===== config.mk =====
export PLATFORM = sky130hd
export DESIGN_NAME = brace_match_scanner_core
export DESIGN_NICKNAME = d
export VERILOG_FILES = /design/src/sv/bms_pkg.sv /design/src/sv/bms_step.sv /design/src/sv/brace_match_scanner_core.sv
export SDC_FILE = /design/constraint.sdc
export NUM_CORES = 1
export LEC_CHECK = 0
export BUFFER_PORTS_ARGS = -buffer_cell sky130_fd_sc_hd__buf_2
export CAP_MARGIN = 15
export CORE_UTILIZATION = 35
export CTS_CLUSTER_SIZE = 28
export DETAILED_ROUTE_END_ITERATION = 16
export PLACE_DENSITY = 0.61
export SLEW_MARGIN = 10
export SYNTH_ARGS = -nofsm -noshare
export SYNTH_HDL_FRONTEND = slang
export SYNTH_SLANG_ARGS = --single-unit

===== constraint.sdc =====
create_clock -name clock -period 3.4 [get_ports clock]
set_input_delay 0.34 -clock clock [delete_from_list [all_inputs] [get_ports clock]]
set_output_delay 0.34 -clock clock [all_outputs]
set_load 0.03 [all_outputs]

===== src/sv/bms_pkg.sv =====
// Types, character codes, lexical modes and status codes for the brace match scanner.
package bms_pkg;

   // Default widths of the depth counter and the offset counter
   localparam int DEPTH_BITS_DEF  = 8;
   localparam int OFFSET_BITS_DEF = 16;

   // Fixed field widths
   localparam int CH_W     = 8;
   localparam int STATUS_W = 3;
   localparam int MATCH_W  = 16;
   localparam int MODE_W   = 3;

   // Characters the lexer reacts to
   localparam logic [CH_W-1:0] CH_LBRACE = 8'h7B;
   localparam logic [CH_W-1:0] CH_RBRACE = 8'h7D;
   localparam logic [CH_W-1:0] CH_NL     = 8'h0A;
   localparam logic [CH_W-1:0] CH_SLASH  = 8'h2F;
   localparam logic [CH_W-1:0] CH_STAR   = 8'h2A;
   localparam logic [CH_W-1:0] CH_DQUOTE = 8'h22;
   localparam logic [CH_W-1:0] CH_SQUOTE = 8'h27;
   localparam logic [CH_W-1:0] CH_BSLASH = 8'h5C;

   // Lexical modes
   localparam logic [MODE_W-1:0] MODE_CODE  = 3'd0;
   localparam logic [MODE_W-1:0] MODE_SLASH = 3'd1;
   localparam logic [MODE_W-1:0] MODE_LINE  = 3'd2;
   localparam logic [MODE_W-1:0] MODE_BLOCK = 3'd3;
   localparam logic [MODE_W-1:0] MODE_STAR  = 3'd4;
   localparam logic [MODE_W-1:0] MODE_LIT   = 3'd5;
   localparam logic [MODE_W-1:0] MODE_ESC   = 3'd6;

   // Result status codes
   localparam logic [STATUS_W-1:0] ST_FOUND     = 3'd0;
   localparam logic [STATUS_W-1:0] ST_NOT_BRACE = 3'd1;
   localparam logic [STATUS_W-1:0] ST_UNTERM    = 3'd2;
   localparam logic [STATUS_W-1:0] ST_UNMATCHED = 3'd3;
   localparam logic [STATUS_W-1:0] ST_DEPTH     = 3'd4;
   localparam logic [STATUS_W-1:0] ST_LONG      = 3'd5;

   // Lexer state carried from byte to byte
   typedef struct packed {
      logic [MODE_W-1:0] mode;
      logic              quote_single;
   } lex_state_type;

   // One result as produced by the step logic
   typedef struct packed {
      logic                hit;
      logic [STATUS_W-1:0] status;
      logic [MATCH_W-1:0]  match_offset;
   } step_result_type;

endpackage


===== src/sv/bms_step.sv =====
// Next-state and result logic for one byte of the brace match scanner.
module bms_step
   import bms_pkg::*;
#(
   parameter int DEPTH_BITS  = DEPTH_BITS_DEF,
   parameter int OFFSET_BITS = OFFSET_BITS_DEF
) (
   input  logic [CH_W-1:0]        ch,
   input  logic                   start_req,
   input  logic                   last,
   input  lex_state_type          lex_cur,
   input  logic                   active_cur,
   input  logic [DEPTH_BITS-1:0]  depth_cur,
   input  logic [OFFSET_BITS-1:0] offset_cur,
   output lex_state_type          lex_nx,
   output logic                   active_nx,
   output logic [DEPTH_BITS-1:0]  depth_nx,
   output logic [OFFSET_BITS-1:0] offset_nx,
   output step_result_type        result
);

   logic                          run_code;
   logic                          hit;
   logic [STATUS_W-1:0]           status;
   logic [CH_W-1:0]               close_quote;
   logic [OFFSET_BITS+MATCH_W-1:0] offset_ext;

   assign close_quote = lex_cur.quote_single ? CH_SQUOTE : CH_DQUOTE;

   // Lexer mode transition, brace counting and end-of-search detection
   always_comb begin
      lex_nx    = lex_cur;
      active_nx = active_cur;
      depth_nx  = depth_cur;
      offset_nx = offset_cur;
      hit       = 1'b0;
      status    = ST_FOUND;
      run_code  = 1'b0;

      if (start_req) begin
         lex_nx.mode         = MODE_CODE;
         lex_nx.quote_single = 1'b0;
         offset_nx           = '0;
         if (ch != CH_LBRACE) begin
            depth_nx  = '0;
            active_nx = 1'b0;
            hit       = 1'b1;
            status    = ST_NOT_BRACE;
         end else begin
            depth_nx  = DEPTH_BITS'(1);
            active_nx = 1'b1;
            if (last) begin
               hit    = 1'b1;
               status = ST_UNMATCHED;
            end
         end
      end else if (active_cur) begin
         if (&offset_cur) begin
            hit    = 1'b1;
            status = ST_LONG;
         end else begin
            offset_nx = offset_cur + 1'b1;

            // comment and literal tracking
            case (lex_cur.mode)
               MODE_SLASH: begin
                  if (ch == CH_SLASH) begin
                     lex_nx.mode = MODE_LINE;
                  end else if (ch == CH_STAR) begin
                     lex_nx.mode = MODE_BLOCK;
                  end else begin
                     lex_nx.mode = MODE_CODE;
                     run_code    = 1'b1;
                  end
               end
               MODE_LINE: begin
                  if (ch == CH_NL) lex_nx.mode = MODE_CODE;
               end
               MODE_BLOCK: begin
                  if (ch == CH_STAR) lex_nx.mode = MODE_STAR;
               end
               MODE_STAR: begin
                  if (ch == CH_SLASH) begin
                     lex_nx.mode = MODE_CODE;
                  end else if (ch != CH_STAR) begin
                     lex_nx.mode = MODE_BLOCK;
                  end
               end
               MODE_LIT: begin
                  if (ch == CH_BSLASH) begin
                     lex_nx.mode = MODE_ESC;
                  end else if (ch == close_quote) begin
                     lex_nx.mode = MODE_CODE;
                  end
               end
               MODE_ESC: begin
                  lex_nx.mode = MODE_LIT;
               end
               default: begin
                  lex_nx.mode = MODE_CODE;
                  run_code    = 1'b1;
               end
            endcase

            // code byte: braces, comment openers and quotes
            if (run_code) begin
               if (ch == CH_LBRACE) begin
                  if (&depth_cur) begin
                     hit    = 1'b1;
                     status = ST_DEPTH;
                  end else begin
                     depth_nx = depth_cur + 1'b1;
                  end
               end else if (ch == CH_RBRACE) begin
                  depth_nx = depth_cur - 1'b1;
                  if (depth_cur == DEPTH_BITS'(1)) begin
                     hit    = 1'b1;
                     status = ST_FOUND;
                  end
               end else if (ch == CH_SLASH) begin
                  lex_nx.mode = MODE_SLASH;
               end else if (ch == CH_DQUOTE) begin
                  lex_nx.mode         = MODE_LIT;
                  lex_nx.quote_single = 1'b0;
               end else if (ch == CH_SQUOTE) begin
                  lex_nx.mode         = MODE_LIT;
                  lex_nx.quote_single = 1'b1;
               end
            end

            // end of text without a match
            if (!hit && last) begin
               hit    = 1'b1;
               status = (lex_nx.mode inside {MODE_LIT, MODE_ESC}) ? ST_UNTERM : ST_UNMATCHED;
            end
         end
      end

      if (hit) active_nx = 1'b0;
   end

   // Offset is reported in its low bits, zero unless found
   assign offset_ext          = {{MATCH_W{1'b0}}, offset_nx};
   assign result.hit          = hit;
   assign result.status       = status;
   assign result.match_offset = (status == ST_FOUND) ? offset_ext[MATCH_W-1:0] : '0;

endmodule


===== src/sv/brace_match_scanner_core.sv =====
// Top level of the brace match scanner: input register, lexer state and result register.
//
//   channel | direction | handshake           | payload
//   req     | in        | req_valid/req_stall | req_ch, req_start_req, req_last
//   rsp     | out       | rsp_valid/rsp_stall | rsp_status, rsp_match_offset
//
// One byte is taken per cycle while the result is not stalled. A byte is held
// in the input register and its result in the result register. The rate is set
// by the update of lexer mode, brace depth and offset counter from the input register.
// Synchronous reset clears both stages, the search flag and the lexer state.
// A stalled result holds the byte in the input register, and req_stall rises.
module brace_match_scanner_core
   import bms_pkg::*;
#(
   parameter int DEPTH_BITS  = DEPTH_BITS_DEF,
   parameter int OFFSET_BITS = OFFSET_BITS_DEF
) (
   input  logic                clock,
   input  logic                reset,
   input  logic                req_valid,
   output logic                req_stall,
   input  logic [CH_W-1:0]     req_ch,
   input  logic                req_start_req,
   input  logic                req_last,
   output logic                rsp_valid,
   input  logic                rsp_stall,
   output logic [STATUS_W-1:0] rsp_status,
   output logic [MATCH_W-1:0]  rsp_match_offset
);

   // input register
   logic                   in_vld_ff, in_vld_in;
   logic [CH_W-1:0]        in_ch_ff;
   logic                   in_start_ff;
   logic                   in_last_ff;

   // scan state
   lex_state_type          lex_ff, lex_in;
   logic                   active_ff, active_in;
   logic [DEPTH_BITS-1:0]  depth_ff, depth_in;
   logic [OFFSET_BITS-1:0] offset_ff, offset_in;

   // result register
   logic                   rsp_vld_ff, rsp_vld_in;
   logic [STATUS_W-1:0]    rsp_status_ff;
   logic [MATCH_W-1:0]     rsp_offset_ff;

   step_result_type        step_res;
   logic                   proceed;
   logic                   req_xfer;

   // The held byte moves on when the result register is free or being taken
   assign proceed   = in_vld_ff && (!rsp_vld_ff || !rsp_stall);
   assign req_stall = in_vld_ff && !proceed;
   assign req_xfer  = req_valid && !req_stall;

   bms_step #(
      .DEPTH_BITS  (DEPTH_BITS),
      .OFFSET_BITS (OFFSET_BITS)
   ) u_step (
      .ch         (in_ch_ff),
      .start_req  (in_start_ff),
      .last       (in_last_ff),
      .lex_cur    (lex_ff),
      .active_cur (active_ff),
      .depth_cur  (depth_ff),
      .offset_cur (offset_ff),
      .lex_nx     (lex_in),
      .active_nx  (active_in),
      .depth_nx   (depth_in),
      .offset_nx  (offset_in),
      .result     (step_res)
   );

   assign in_vld_in  = req_xfer || (in_vld_ff && !proceed);
   assign rsp_vld_in = proceed ? step_res.hit : (rsp_vld_ff && rsp_stall);

   // Input register
   always_ff @(posedge clock) begin
      if (reset) begin
         in_vld_ff <= 1'b0;
      end else begin
         in_vld_ff <= in_vld_in;
      end
      if (req_xfer) begin
         in_ch_ff    <= req_ch;
         in_start_ff <= req_start_req;
         in_last_ff  <= req_last;
      end
   end

   // Scan state, advanced once per byte
   always_ff @(posedge clock) begin
      if (reset) begin
         lex_ff.mode         <= MODE_CODE;
         lex_ff.quote_single <= 1'b0;
         active_ff           <= 1'b0;
         depth_ff            <= '0;
         offset_ff           <= '0;
      end else if (proceed) begin
         lex_ff    <= lex_in;
         active_ff <= active_in;
         depth_ff  <= depth_in;
         offset_ff <= offset_in;
      end
   end

   // Result register
   always_ff @(posedge clock) begin
      if (reset) begin
         rsp_vld_ff <= 1'b0;
      end else begin
         rsp_vld_ff <= rsp_vld_in;
      end
      if (proceed && step_res.hit) begin
         rsp_status_ff <= step_res.status;
         rsp_offset_ff <= step_res.match_offset;
      end
   end

   assign rsp_valid        = rsp_vld_ff;
   assign rsp_status       = rsp_status_ff;
   assign rsp_match_offset = rsp_offset_ff;

endmodule


[After elaboration in Yosys (flattened, before gate mapping)]
Index checks and enable logic that the tools add are counted.
Word-level totals
  output and inout port bits: 21
  register bits: 60
Operators by class
  muxes and demuxes: 68
  $add $sub $neg: 3
  equality and inequality tests: 25
  reductions and logical operators: 27
Operator list (number)
  $mux 8: 7
  $mux 3: 17
  $mux 16: 3
  $mux 4: 11
  $eq 8x6->1 const B: 4
  $mux 1: 26
  $eq 8x7->1 const B: 3
  $pmux 3 s6: 1
  $add 16x1->16 const B: 1
  $reduce_and 16->1: 1
  $reduce_and 8->1: 2
  $eq 3x3->1 const B: 5
  $add 8x1->8 const B: 1
  $eq 8x1->1 const B: 1
  $eq 8x4->1 const B: 1
  $eq 8x8->1: 1
  $ne 2x2->1 const B: 4
  $ne 8x6->1 const B: 1
  $ne 8x7->1 const B: 1
  $reduce_bool 2->1: 4
  $sub 8x1->8 const B: 1
  $eq 3x2->1 const B: 2
  $logic_and 1x1->1: 6
  $reduce_and 6->1: 1
  other kinds (11): 18

[Longest topological paths before layout]
Gate-level depths: netlist of the first run.
  depth after elaboration: 22
  gate-level depth with buffers: 9
  depth with buffers taken out: 8

[Cells and area by module]
Synthesis of the first run repeated with hierarchy kept, for this count alone.
Unflattened totals
  cell total of the unflattened synthesis: 443
  area, all modules: 3957.5 sq um
By module, submodules not included
  brace_match_scanner_core: area an instance 2250.9 sq um, times used 1, seq. area each 1491.4 sq um, cells each 166
  bms_step: area an instance 1706.6 sq um, times used 1, seq. area each 0.0 sq um, cells each 277

[Worst setup path before layout of the first run]
Ideal clock, no wire load.
  path kind: reg-to-reg
  start: register in_ch_ff[1]
  end: register rsp_offset_ff[0], in the netlist rsp_match_offset[0], enable pin
  cell stages (with the launch flop): 8
  arrival time: 2.511 ns
  buffers on the path: 1
  period minus slack after synthesis: 2.905 ns
  path slack: 0.495 ns
  path through: edfxtp_1 clkbuf_1 or4bb_1 nor4_1 o211ai_2 nor3b_1 nor3_1 nor2_1
On the way
  longest elaborated chain between the ends: 18
  elaborated cells between the ends (all ways): 25
  those cells by class: eq/ne (5); mux (17); reduce/logical (3)
RTL lines
  start, declared: RTL line brace_match_scanner_core.sv:33  | logic [CH_W-1:0] in_ch_ff;
  start signal, assigned: RTL line brace_match_scanner_core.sv:86  | in_ch_ff <= req_ch;
  $eq 8x6->1: RTL line bms_step.sv:69  | end else if (ch == CH_STAR) begin
  $mux 1: RTL line bms_step.sv:69
  $mux 1: RTL line bms_step.sv:67  | if (ch == CH_SLASH) begin
  $pmux 1 s2: RTL line bms_step.sv:65  | case (lex_cur.mode)
  $mux 1: RTL line bms_step.sv:58  | if (&offset_cur) begin
  $mux 1: RTL line bms_step.sv:57  | end else if (active_cur) begin
  $mux 1: RTL line bms_step.sv:40  | if (start_req) begin
  $mux 1: RTL line bms_step.sv:106  | if (run_code) begin
  (+2 left out)
  $mux 1: RTL line bms_step.sv:40
  $logic_not 1->1: RTL line bms_step.sv:132  | if (!hit && last) begin
  $logic_and 1x1->1: RTL line bms_step.sv:132
  $mux 1: RTL line bms_step.sv:132
  $mux 1: RTL line bms_step.sv:58
  $mux 1: RTL line bms_step.sv:57
  $mux 1 (*): RTL line bms_step.sv:40
  $logic_and 1x1->1 (*): RTL line brace_match_scanner_core.sv:115  | if (proceed && step_res.hit) begin
  end signal, assigned: RTL line brace_match_scanner_core.sv:117  | rsp_offset_ff <= step_res.match_offset;
  end, declared: RTL line brace_match_scanner_core.sv:46  | logic [MATCH_W-1:0] rsp_offset_ff;
Every way passes the cells marked *; elsewhere a longest branch is shown, timed or not. The select of a mux whose other input is x is not followed.
A chain may end at the register's enable or synchronous reset.

[Worst setup path after layout of the first run]
  start: register in_ch_ff[4]
  end: register rsp_offset_ff[4], in the netlist rsp_match_offset[4], data pin
On the way
  longest elaborated chain between the ends: 21
  elaborated cells between the ends (all ways): 55
  those cells by class: eq/ne (13); mux (38); reduce/logical (4)
RTL lines
  $eq 8x8->1, or another cell as far along: RTL line bms_step.sv:92  | end else if (ch == close_quote) begin
  $mux 3, or another cell as far along: RTL line bms_step.sv:92
  $mux 3 (on tied branches): RTL line bms_step.sv:90, bms_step.sv:67, bms_step.sv:83
  $pmux 3 s6: RTL line bms_step.sv:65
  $mux 4: RTL line bms_step.sv:125  | end else if (ch == CH_SQUOTE) begin
  $mux 4: RTL line bms_step.sv:122  | end else if (ch == CH_DQUOTE) begin
  $mux 3: RTL line bms_step.sv:120  | end else if (ch == CH_SLASH) begin
  $mux 4: RTL line bms_step.sv:114  | end else if (ch == CH_RBRACE) begin
  (+5 left out)
  $eq 3x3->1: RTL line bms_step.sv:134  | status = (lex_nx.mode inside {MODE_LIT, MODE_ESC}) ? ST_UNTERM : ST_UNMATCHED;
  $reduce_bool 2->1: RTL line bms_step.sv:134
  $mux 1: RTL line bms_step.sv:134
  $mux 3: RTL line bms_step.sv:132
  $mux 3: RTL line bms_step.sv:58
  $mux 3: RTL line bms_step.sv:57
  $mux 3 (*): RTL line bms_step.sv:40
  $logic_not 3->1 (*): RTL line bms_step.sv:146  | assign result.match_offset = (status == ST_FOUND) ? offset_ext[MATCH_W-1:0] : '0;
Marked as above.

==> results.sh, run 1 <==
export IMPL_die_h_um=103
export IMPL_critPathKind="flop to flop"
export IMPL_synth_ff_type="dfxtp_1"
export IMPL_seq_area_frac_synth=0.421
export IMPL_worstPathRequired_ps=3490
export IMPL_tightest_slew_ps=919
export IMPL_async_flop_share=0
export IMPL_grt_pass1_vias=3013
export IMPL_clock_path_buffers=2
export IMPL_worstPathCellList="or4b_1, or4_1, o211ai_2, and3_1, or2_1, nor2_1"
export IMPL_postLayoutCellArea_mm2=0.00405
export IMPL_numCtsBuffers=9
export IMPL_drtPass1Iterations=5
export IMPL_dieArea_mm2=0.0105
export IMPL_drc=0
export IMPL_path_clk_slew_ps=70
export IMPL_yosysMostFrequentCell="nor2_1"
export IMPL_synth_cells=415
export IMPL_grtUsageTotal=0.181
export IMPL_htree_levels=3
export IMPL_status="finished clean"
export IMPL_synth_area_leaders="edfxtp_1, dfxtp_1, nor2_1"
export IMPL_ioPinCount=35
export IMPL_place_congestion=0.861
export IMPL_min_period_ps=2780
export IMPL_drt_total_wl_um=8710
export IMPL_post_cts_buffers=0
export IMPL_synth_area_leader_cell="edfxtp_1"
export IMPL_grt_max_degree=26
export IMPL_wl_per_cell_um=15.2
export IMPL_slew_headroom=0.372
export IMPL_slew_viol_final=0
export IMPL_placedInstanceArea_mm2=0.00380
export IMPL_fp_row_count=36
export IMPL_syn_area_per_cell_um2=8.53
export IMPL_power_leakage_nw=1.40
export IMPL_setup_viol_count_final=0
export IMPL_busiest_layer="met2"
export IMPL_p_per_area_mw_per_mm2=416
export IMPL_netlist_top_cells_count="nor2_1, nand2_1, dfxtp_1"
export IMPL_final_nets=454
export IMPL_hold_viol_final=0
export IMPL_viasPerCell=5.65
export IMPL_io_buffers=34
export IMPL_drt_initial_drc_count=379
export IMPL_syn_nets=433
export IMPL_cts_root_buf="clkbuf_8"
export IMPL_finalPower_mw=1.68
export IMPL_yosys_warnings=0
export IMPL_post_synth_num_cell_types=65
export IMPL_finalCritPeriodShare=0.817
export IMPL_grt_pass1_wl_um=14500
export IMPL_vias=3241
export IMPL_crit_fanout=11
export IMPL_cap_violations=0
export IMPL_cts_tree="done"
export IMPL_finClkSkew_ps=14.0
export IMPL_overflow=0
export IMPL_pre_cts_slack_ps=592
export IMPL_cp_slowest_cell="or4_1"
export IMPL_rsz0062_at_grt="no"
export IMPL_critPathMaxStageDelay_ps=660
export IMPL_n_antenna_cell=0
export IMPL_start_util=0.362
export IMPL_cts_hold_fix_buffers=0
export IMPL_fin_setup_tns_ps=0
export IMPL_cts_resized=0
export IMPL_antenna_found_initial=0
export IMPL_endpoint_kind="flop"
export IMPL_clkLatencyLatePin_ps=350
export IMPL_dieWidth_um=103
export IMPL_antenna_left=0
export IMPL_drive_above_1_share=0.143
export IMPL_synth_top_area_share=0.246
export IMPL_synth_edff_count=29
export IMPL_grtUsageMet3=0.0380
export IMPL_use_met2=0.266
export IMPL_cp_start_kind="flop"
export IMPL_core_mm2=0.00977
export IMPL_syn_area_mm2=0.00354
export IMPL_synth_seq_cells=60
export IMPL_fmax_mhz=360
export IMPL_hpwlAfterDp_um=6220
export IMPL_clock_sinks=60
export IMPL_min_path_type="primary input to flop"
export IMPL_setup_ws_ps=621
export IMPL_area_growth_pct=14.3
export IMPL_grt_use_met1=0.253
export IMPL_arrival_ps=2870
export IMPL_ir_drop_v=0.000271
-- state kept, by name, summed over array words and instances, names as in the netlist --
| name | count |
|---|---|
| offset_ff | 16 |
| depth_ff | 8 |
| in_start_ff | 1 |
| rsp_valid | 1 |
| rsp_status | 3 |
| in_vld_ff | 1 |
| lex_ff | 4 |
| in_last_ff | 1 |
| in_ch_ff | 8 |
| active_ff | 1 |
| rsp_match_offset | 16 |
-- power by group --
| group | total (mW) | switching (mW) | internal [mW] |
|---|---|---|---|
| clock | 0.808 | 0.316 | 0.492 |
| sequential | 0.787 | 0.0187 | 0.769 |
| combinational | 0.0868 | 0.0576 | 0.0291 |
-- worst max-delay path, delay by kind of cell, from the launching register on --
family,cells,cell delay (ps)
and+or+nand+nor,5,1910
DFF,1,420
AOI/OAI and AO/OA,1,190
-- metal layers --
layer / part of all wire / up-vias
met3: 0.063 / 18
met5: 0 / -
met4: 0.020 / 0
met2: 0.43 / 120
met1: 0.49 / 1513
li1: - / 1590
-- through the flow --
step                      hold slack [ps]  utilization  instances
final                                 170        0.414        574
after global placement                511        0.389        558
after detailed placement              510        0.389        558
after CTS                             156        0.414        574
after floorplan                       439            -        415
after global routing                  151        0.414        574
-- final cells by class --
class | count | area [um2]
fillers | 988 | 5730
multi-input cells | 318 | 1900
flip-flops and latches | 60 | 1490
repair buffers | 39 | 208
well taps | 133 | 166
clock buffers | 9 | 124
clock inverters | 7 | 124
inverters | 8 | 30.0
-- path summary, 6_finish.rpt --
check	from	end	slack, ps	depth (start not counted)
max	in_ch_ff[4]$_DFFE_PP_	rsp_match_offset[4]$_SDFFCE_PP0P_	620	6
min	req_ch[4]	in_ch_ff[4]$_DFFE_PP_	170	1
max reg2reg	in_ch_ff[4]$_DFFE_PP_	rsp_match_offset[4]$_SDFFCE_PP0P_	620	6
min reg2reg	in_vld_ff$_SDFF_PP0_	rsp_valid$_SDFF_PP0_	520	2
-- cells by family after synthesis --
logic type,Yosys count,synth area share
AO/OA/AOI/OAI,96,0.178
adder cells (fa/ha/maj),4,0.0141
AND/OR/NAND/NOR,196,0.289
multiplexers,4,0.0117
flip-flops,60,0.421
XOR/XNOR,18,0.0445
buffers and inverters,37,0.0410
-- cell usage in the layout (no fill, tap or decap), drive strengths merged, types with 5 or more instances in the layout --
cell type  count
dfxtp         31
or3            8
nand3         19
buf           39
xnor2         10
and3           5
a21oi         28
clkbuf         9
nand2         35
nor2          54
o211ai         6
inv            8
nor3          19
nor4           7
o21ai         20
xor2           8
o22ai          5
edfxtp        29
nand4         14
Power figures use the tool's default switching activity.
==> run 2: changes to the inputs <==
==> constraint.sdc (replaced) <==
create_clock -name clock -period 2.8 [get_ports clock]
set_input_delay 0.28 -clock clock [delete_from_list [all_inputs] [get_ports clock]]
set_output_delay 0.28 -clock clock [all_outputs]
set_load 0.03 [all_outputs]
==> results.sh, run 2 (synthesis gave the netlist of run 1 again) <==
export IMPL_cts_root_buf="clkbuf_8"
export IMPL_ioPinCount=35
export IMPL_antenna_found_initial=0
export IMPL_overflow=0
export IMPL_cts_hold_fix_buffers=0
export IMPL_grt_pass1_wl_um=15200
export IMPL_wl_per_cell_um=15.1
export IMPL_final_cell_mix="nor2_1, buf_4, nand2_1, buf_2, dfxtp_1"
export IMPL_hold_viol_final=0
export IMPL_viasPerCell=5.52
export IMPL_fin_setup_tns_ps=0
export IMPL_cp_start_kind="flop"
export IMPL_cp_num_buf_inv=2
export IMPL_arrival_ps=2870
export IMPL_tightest_slew_ps=849
export IMPL_critPathKind="flop to flop"
export IMPL_drt_initial_drc_count=199
export IMPL_drtPass1Iterations=5
export IMPL_finalCritPeriodShare=0.952
export IMPL_clkLatencyLatePin_ps=350
export IMPL_setup_ws_ps=135
export IMPL_final_nets=489
export IMPL_dieArea_mm2=0.0105
export IMPL_fmax_mhz=375
export IMPL_min_period_ps=2670
export IMPL_path_clk_slew_ps=60
export IMPL_n_antenna_cell=0
export IMPL_worstPathRequired_ps=3000
export IMPL_power_leakage_nw=1.56
export IMPL_core_mm2=0.00977
export IMPL_worstPathCellList="or4b_4, or4_4, buf_4, nand4_1, nand3_2, or2_1, buf_12, a21oi_1"
export IMPL_grt_max_degree=26
export IMPL_drive_above_1_share=0.202
export IMPL_endpoint_kind="flop"
export IMPL_layout_commonest_cell="nor2_1"
export IMPL_antenna_left=0
export IMPL_slew_headroom=0.420
export IMPL_hpwlAfterDp_um=6630
export IMPL_rsz0062_at_grt="no"
export IMPL_die_h_um=103
export IMPL_crit_fanout=11
export IMPL_cts_tree="done"
export IMPL_critPathMaxStageDelay_ps=590
export IMPL_cap_violations=0
export IMPL_pre_cts_slack_ps=-57.1
export IMPL_fp_row_count=36
export IMPL_drt_total_wl_um=9210
export IMPL_htree_levels=3
export IMPL_clock_path_buffers=2
export IMPL_drc=0
export IMPL_dieWidth_um=103
export IMPL_grt_pass1_vias=3024
export IMPL_finClkSkew_ps=10.0
export IMPL_cp_slowest_cell="or4_4"
export IMPL_slew_viol_final=0
export IMPL_status="finished clean"
export IMPL_area_growth_pct=20.8
export IMPL_vias=3360
export IMPL_start_util=0.362
export IMPL_clock_sinks=60
export IMPL_ir_drop_v=0.000241
export IMPL_setup_viol_count_final=0
export IMPL_p_per_area_mw_per_mm2=433
export IMPL_grtUsageTotal=0.188
export IMPL_place_congestion=0.890
export IMPL_numCtsBuffers=9
export IMPL_io_buffers=34
export IMPL_min_path_type="primary input to flop"
export IMPL_cp_top_family="simple AND/OR/NAND/NOR gates"
-- run 2: layout make-up --
cell class	count	area, um2
clock buffer	13	149
clock inverter	3	37.5
tap	133	166
fill	987	5500
inverter	8	30.0
sequential	60	1490
multi-input combinational	318	1920
timing repair buffer	74	483
-- run 2: worst register-to-register path, delay by kind of cell (launching register included) --
family,cells,cell delay [ps]
AOI/OAI and AO/OA,1,110
buffers and inverters,2,310
DFF,1,420
and+or+nand+nor,5,1670
-- run 2: metal layers --
layer  up-vias  global-route usage  wire [um]
li1       1657                   -          -
met1      1576               0.266       4510
met2       115               0.279       4020
met3        12              0.0447        535
met4         0              0.0637        140
met5         -                   0          0
-- run 2: metrics by stage --
| stage | instances | hold WS, ps | instance area (um2) | util | power, mW |
|---|---|---|---|---|---|
| after global routing | 609 | 93.1 | 4280 | 0.437 | 1.92 |
| after floorplan | 415 | 379 | 3540 | - | 1.04 |
| final | 609 | 102 | 4280 | 0.437 | 1.85 |
| after CTS | 609 | 99.2 | 4270 | 0.437 | 1.86 |
| after global placement | 593 | 456 | 4080 | 0.417 | 1.10 |
| after detailed placement | 593 | 458 | 4080 | 0.417 | 1.10 |
-- run 2: timing repair --
item	4_1_cts	5_1_grt
gates resized for setup	1	2
buffers inserted	0	0
hold endpoints to repair	0	0
setup endpoints to repair	19	33
-- run 2: where the power goes --
part	switching (mW)	internal, mW	total (mW)	leakage, nW
clock network	0.335	0.431	0.765	0.0927
logic	0.0885	0.0516	0.140	0.912
registers	0.0124	0.934	0.946	0.550
-- run 2: final timing paths --
kind	depth (start not counted)	end	slack, ps	from
worst max-delay path	8	rsp_match_offset[13]$_SDFFCE_PP0P_	130	in_ch_ff[4]$_DFFE_PP_
worst min-delay path	1	in_ch_ff[7]$_DFFE_PP_	100	req_ch[7]
worst max register to register	8	rsp_match_offset[13]$_SDFFCE_PP0P_	130	in_ch_ff[4]$_DFFE_PP_
worst min register to register	2	offset_ff[5]$_SDFFE_PP0P_	520	offset_ff[5]$_SDFFE_PP0P_
